[src/hdl/shpta_pkg.sv]
// package for the surge/heading pid thrust allocator
// types, constants and fixed-point helpers; no dependencies
`timescale 1ns / 1ps
`default_nettype none
package shpta_pkg;

  localparam int FracBitsDef = 16;
  localparam int GainW = 24;
  localparam int ThrW = 23;
  localparam int AddrW = 5;

  localparam logic [AddrW-1:0] AddrSpeedP = 5'd0;
  localparam logic [AddrW-1:0] AddrSpeedI = 5'd4;
  localparam logic [AddrW-1:0] AddrSpeedD = 5'd8;
  localparam logic [AddrW-1:0] AddrHeadP  = 5'd12;
  localparam logic [AddrW-1:0] AddrHeadD  = 5'd16;

  localparam logic [GainW-1:0] RstSpeedP = 24'd72090;
  localparam logic [GainW-1:0] RstSpeedI = 24'd13107;
  localparam logic [GainW-1:0] RstSpeedD = 24'd6554;
  localparam logic [GainW-1:0] RstHeadP  = 24'd52429;
  localparam logic [GainW-1:0] RstHeadD  = 24'd196608;

  // constants at 24 fraction bits
  localparam longint KXuLo = -64'sd419430400;
  localparam longint KXuHi = 64'sd1082969293;
  localparam longint KXuuHi = -64'sd1189840159;
  localparam longint KSpeedSw = 64'sd20132659;
  localparam longint KNr = -64'sd8724152;
  localparam longint KPi = 64'sd52707168;
  localparam longint KMx = 64'sd541065216;
  localparam longint KMy = 64'sd891373486;
  localparam longint KIz = 64'sd115595018;
  localparam longint KUv = -64'sd350308270;
  localparam longint KHalfDt = 64'sd83886;
  localparam longint KInvB = 64'sd40920039;
  localparam longint KInv2c = 64'sd10754626;
  localparam longint KInvBc = 64'sd52461589;

  typedef enum logic [2:0] {
    ST_IDLE, ST_SQRT, ST_MUL, ST_OUT
  } state_e;

  typedef struct packed {
    logic load;
    logic sqrt_go;
    logic mul_go;
    logic finish;
  } cmd_t;

  typedef struct packed {
    logic active;
    logic sqrt_done;
    logic mul_done;
  } sts_t;

  function automatic logic signed [31:0] sat32(input logic signed [65:0] x);
    if (x > 66'sd2147483647) return 32'sh7fffffff;
    if (x < -66'sd2147483648) return 32'sh80000000;
    return x[31:0];
  endfunction

  function automatic logic signed [31:0] clampr(input logic signed [31:0] x,
      input logic signed [31:0] lo, input logic signed [31:0] hi);
    if (x > hi) return hi;
    if (x < lo) return lo;
    return x;
  endfunction

endpackage
`default_nettype wire

[src/hdl/shpta_ctrl.sv]
// controller state machine for the allocator
// depends on shpta_pkg
`timescale 1ns / 1ps
`default_nettype none
module shpta_ctrl (
  input  wire  logic           clk_i,
  input  wire  logic           rst_ni,
  input  wire  logic           in_valid_i,
  output logic                 in_stall_o,
  input  wire  logic           out_busy_i,
  input  wire  shpta_pkg::sts_t sts_i,
  output shpta_pkg::cmd_t      cmd_o
);
  import shpta_pkg::*;

  state_e state_q, state_d;

  always_comb begin
    state_d = state_q;
    case (state_q)
      ST_IDLE: if (in_valid_i && !out_busy_i && sts_i.active) state_d = ST_SQRT;
      ST_SQRT: if (sts_i.sqrt_done) state_d = ST_MUL;
      ST_MUL:  if (sts_i.mul_done) state_d = ST_OUT;
      ST_OUT:  state_d = ST_IDLE;
      default: state_d = ST_IDLE;
    endcase
  end

  always_comb begin
    cmd_o = '0;
    in_stall_o = 1'b1;
    case (state_q)
      ST_IDLE: begin
        in_stall_o = out_busy_i;
        cmd_o.load = in_valid_i && !out_busy_i && sts_i.active;
      end
      ST_SQRT: cmd_o.sqrt_go = 1'b1;
      ST_MUL:  cmd_o.mul_go = 1'b1;
      ST_OUT:  cmd_o.finish = 1'b1;
      default: ;
    endcase
  end

  always_ff @(posedge clk_i or negedge rst_ni) begin
    if (!rst_ni) state_q <= ST_IDLE;
    else state_q <= state_d;
  end
endmodule
`default_nettype wire

[config.mk]
export PLATFORM = sky130hd
export DESIGN_NAME = shpta_ctrl
export DESIGN_NICKNAME = d
export VERILOG_FILES = /design/src/hdl/shpta_pkg.sv /design/src/hdl/shpta_ctrl.sv
export SDC_FILE = /design/constraint.sdc
export NUM_CORES = 1
export LEC_CHECK = 0
export ABC_AREA = 0
export BUFFER_PORTS_ARGS = -buffer_cell sky130_fd_sc_hd__clkbuf_2
export CAP_MARGIN = 15
export CELL_PAD_IN_SITES_DETAIL_PLACEMENT = 1
export CELL_PAD_IN_SITES_GLOBAL_PLACEMENT = 1
export CORE_AREA = 2 2 39 41
export CTS_CLUSTER_SIZE = 10
export DETAILED_ROUTE_END_ITERATION = 10
export DIE_AREA = 0 0 41 43
export GPL_TIMING_DRIVEN = 0
export PLACE_DENSITY_LB_ADDON = 0.1
export REMOVE_ABC_BUFFERS = 1
export SYNTH_ARGS = -nofsm -noshare
export SYNTH_HDL_FRONTEND = slang
export SYNTH_SLANG_ARGS = --single-unit
[constraint.sdc]
create_clock -name clk_i -period 1.7 [get_ports clk_i]
set_clock_uncertainty 0.05 [all_clocks]
set_input_delay 0.34 -clock clk_i [delete_from_list [all_inputs] [get_ports clk_i]]
set_output_delay 0.34 -clock clk_i [all_outputs]
set_load 0.01 [all_outputs]
== Word-level counts from Yosys, hierarchy flattened ==
Cells that the tools add are included.

* Flip-flop bits (word level): 3
* Input port bits: 7

* Equal/unequal tests: 6
* Mux-type cells: 9
* Reductions and logical operators: 5

{| class="wikitable"
|+ Operators by type and width
! kind !! count
|-
| 3-bit two-way mux || 3
|-
| 3-bit one-hot mux with 3 select lines || 1
|-
| 3-bit by 2-bit == test with 1-bit output (second input constant) || 2
|-
| 2-bit != test (second input constant) || 3
|-
| 1-bit two-way mux || 5
|-
| 3-bit by 1-bit == test with 1-bit output (second input constant) || 1
|-
| 3-bit zero test || 1
|-
| 3-bit AND reduction || 1
|-
| 1-bit logical AND || 2
|-
| 1-bit zero test || 1
|}

== Depth between registers and ports, before layout ==
* Word-level depth: 5
* Mapped depth: 4
* Mapped depth without buffers: 4

== Least setup slack after synthesis ==
Ideal clock, no wire load.

* Path type: register to register
* From: register state_q[0]
* To: register state_q[1]
* Setup time: 127 ps
* Arrival time: 1,472 ps
* Required time: 1,523 ps
* Setup slack: 51 ps
* Cell stages (with the launch flop): 5
* Clock period less this slack: 1,649 ps
* Cells stage by stage: dfrtp_1 inv_1 ha_1 a222oi_1 mux2_1

* Word-level cells in the longest chain between the ends: 3
* Elaborated cells between the ends (all ways): 8

{| class="wikitable"
|+ RTL lines
! element !! line !! source
|-
| start: declaration || shpta_ctrl.sv:16 || <nowiki>state_e state_q, state_d;</nowiki>
|-
| start signal: assignment || shpta_ctrl.sv:46 || <nowiki>else state_q <= state_d;</nowiki>
|-
| 3-bit by 1-bit == test with 1-bit output (tied with other cells) || shpta_ctrl.sv:20 || <nowiki>case (state_q)</nowiki>
|-
| 2-bit != test (no line) || -- ||
|-
| 3-bit AND reduction (no line) || -- ||
|}

Several ways; a longest one is shown, not always the timed one.
A chain may end at the register's enable or synchronous reset.

==> impl_metrics.json <==
{
  "gp_congestion": 0.6338,
  "top_regs": "state_q x2",
  "power_density_nw_per_um2": 1780,
  "finalSetupViolCount": 0,
  "cts_buffers": 3,
  "drc_errors": 0,
  "wire_per_inst_um": 10.30,
  "synth_top_cell_by_area": "ha_1",
  "cts_htree_levels": 1,
  "io_buffers": 11,
  "cp-start-kind": "register",
  "cap_violations": 0,
  "mostFrequentLayoutCell": "clkbuf_2",
  "rows": 14,
  "viasPerCell": 3.698,
  "largest_reg_flops": 2,
  "die-area_sq_um": 1763,
  "worst_pin_slew_ps": 268.9,
  "max_stage_delay_ps": 450,
  "fillers": 167,
  "seq_area_frac_synth_pct": 26.67,
  "synthesis.area_sq_um": 187.7,
  "area_growth_pct": 94.00,
  "fin_util_pct": 26.31,
  "wirelength_um": 546,
  "worstPathMaxFanout": 5,
  "dp_hpwl_um": 381.1,
  "crit_chain": "inv_2, ha_4, nand2b_1, nor2_1, clkbuf_2",
  "drv_slew": 0,
  "numPlacedInstances": 46,
  "relSlewSlack_pct": 82.07,
  "insertedDiodeCount": 0,
  "grt_max_degree": 6,
  "ys_ff_latch": 2,
  "outcome": "complete, no violations",
  "clock_latency_ps": 220,
  "r2r_setup_slack_ps": 90,
  "dp_slack_ps": -71.73,
  "start_util_pct": 13.56,
  "cts_tree": "built",
  "core_area_sq_um": 1384,
  "overflow": 0,
  "cts_root_buffer": "clkbuf_4",
  "cp.required_ps": 1310,
  "io_pins": 12,
  "final_nets": 51,
  "syn-instance-count": 19,
  "synthTopCellsByArea": "ha_1 (33%), dfrtp_1 (27%), inv_1 (8.0%), mux2_1 (6.0%), a222oi_1 (5.3%)",
  "first_pass_iters": 4,
  "grt_first_pass_wirelength_um": 821,
  "timing.final.crit_period_ps": 1632,
  "clockBufferDepth": 2,
  "leakage_nw": 0.1859,
  "grt_pass1_vias": 207,
  "drtIter0Drc": 3,
  "avgSynthCellArea_sq_um": 9.878,
  "rsz0062_at_grt": "yes",
  "fin_cells": 53,
  "grt_use_total_pct": 7.114,
  "synth_cell_types": 11,
  "layout_common_cells": "clkbuf_2 (11), ha_4 (3), clkbuf_4 (3), buf_4 (3)",
  "yosys_warnings": 0,
  "antenna_found_initial": 0,
  "fp.dieH_um": 43,
  "cts_sinks": 2,
  "end_kind": "primary output",
  "min_period_over_period_pct": 96.00,
  "num_vias": 196,
  "critPathArrivalTime_ps": 1240,
  "ant_nets": 0,
  "path_class": "reg2out",
  "worstHoldPathType": "in2async",
  "max_freq_mhz": 612.7,
  "drive_gt1_share_pct": 67.57,
  "cp_slowest_cell": "dfrtp_2",
  "top_register": "state_q",
  "layout_setup_ws_ps": 68.00,
  "hold_viol": 0,
  "die_w_um": 41,
  "synth_top_area_share_pct": 33.33,
  "ir_worst_vdd_v": 0.0005101,
  "cts.clk_slew.worst_paths_ps": 30
}
## logic make-up after synthesis
| family | share of synthesized area, % |
|---|---|
| adders and majority gates | 33.33 |
| buffers and inverters | 7.998 |
| and+or+nand+nor | 11.33 |
| AOI/OAI and AO/OA | 9.335 |
| muxes | 11.33 |
| DFF | 26.67 |
## final timing paths
path / cells after the start / start / end
setup / recovery: 5 / state_q[1] / cmd_o[3]
hold / removal: 2 / rst_ni / state_q[0]
setup reg to reg: 5 / state_q[1] / state_q[1]
hold reg to reg: 1 / state_q[1] / state_q[1]
max in group asynchronous: 2 / rst_ni / state_q[1]
min in group clk_i: 5 / sts_i[0] / state_q[0]
## cells in the mapped netlist
library cell and instances:
a222oi_1 1, dfrtp_1 2, ha_1 5, inv_1 4, mux2_1 1, mux2i_1 1
nand2_1 1, nand2b_1 1, nand3b_1 1, nor2_1 1, o21bai_1 1
## through the flow
| stage | instance area, sq um | setup TNS [ps] | total power, mW | hold slack [ps] |
|---|---|---|---|---|
| floorplan | 187.7 | 0 | 0.2813 | -5.591 |
| global placement | 262.8 | -77.24 | 0.3676 | 75.37 |
| detailed placement | 262.8 | -71.73 | 0.3674 | 76.48 |
| CTS | 302.8 | 0 | 0.5065 | 369.9 |
| global route | 364.1 | -28.45 | 0.7186 | 398.5 |
| finish | 364.1 | 0 | 0.6479 | 385.6 |
## critical path, delay by kind of cell (launching register included)
kind	cells	cell delay, ps
flops	1	450
buf+inv	2	250
simple gates	2	190
fa+ha+maj	1	140
## power by group
part	leakage (nW)	internal, mW	switching (mW)
Combinational	0.150	0.230	0.179
Clock	0.0138	0.0779	0.0275
Sequential	0.0217	0.0803	0.0530
Total	0.186	0.388	0.260
## layer usage
metal	wire length (um)	vias to the layer above	part of all wire [%]	track usage, %
li1	-	98	-	-
met1	195	92	36	7.668
met2	312	6	57	10.94
met3	38	0	7.0	0
met4	0	0	0	8.000
met5	0	-	0	0
## final cells by class
type,count,area [sq um],share of cell area (%)
Clock buffer,3,22.52,6.186
Inverter,4,17.52,4.811
Multi-Input combinational cell,13,163.9,45.02
Sequential cell,2,52.55,14.43
Tap cell,16,20.02,5.498
Timing Repair Buffer,15,87.58,24.05
## timing repair
action / in CTS / in global routing
endpoints found under the hold margin: 2 / 0
pin swaps: 1 / 1
endpoints found under the setup margin: 1 / 2
gates resized for setup: 0 / 12
buffers inserted: 1 / 2
hold buffers: 1 / 0
Note: power is estimated with default switching activity, not from simulation.
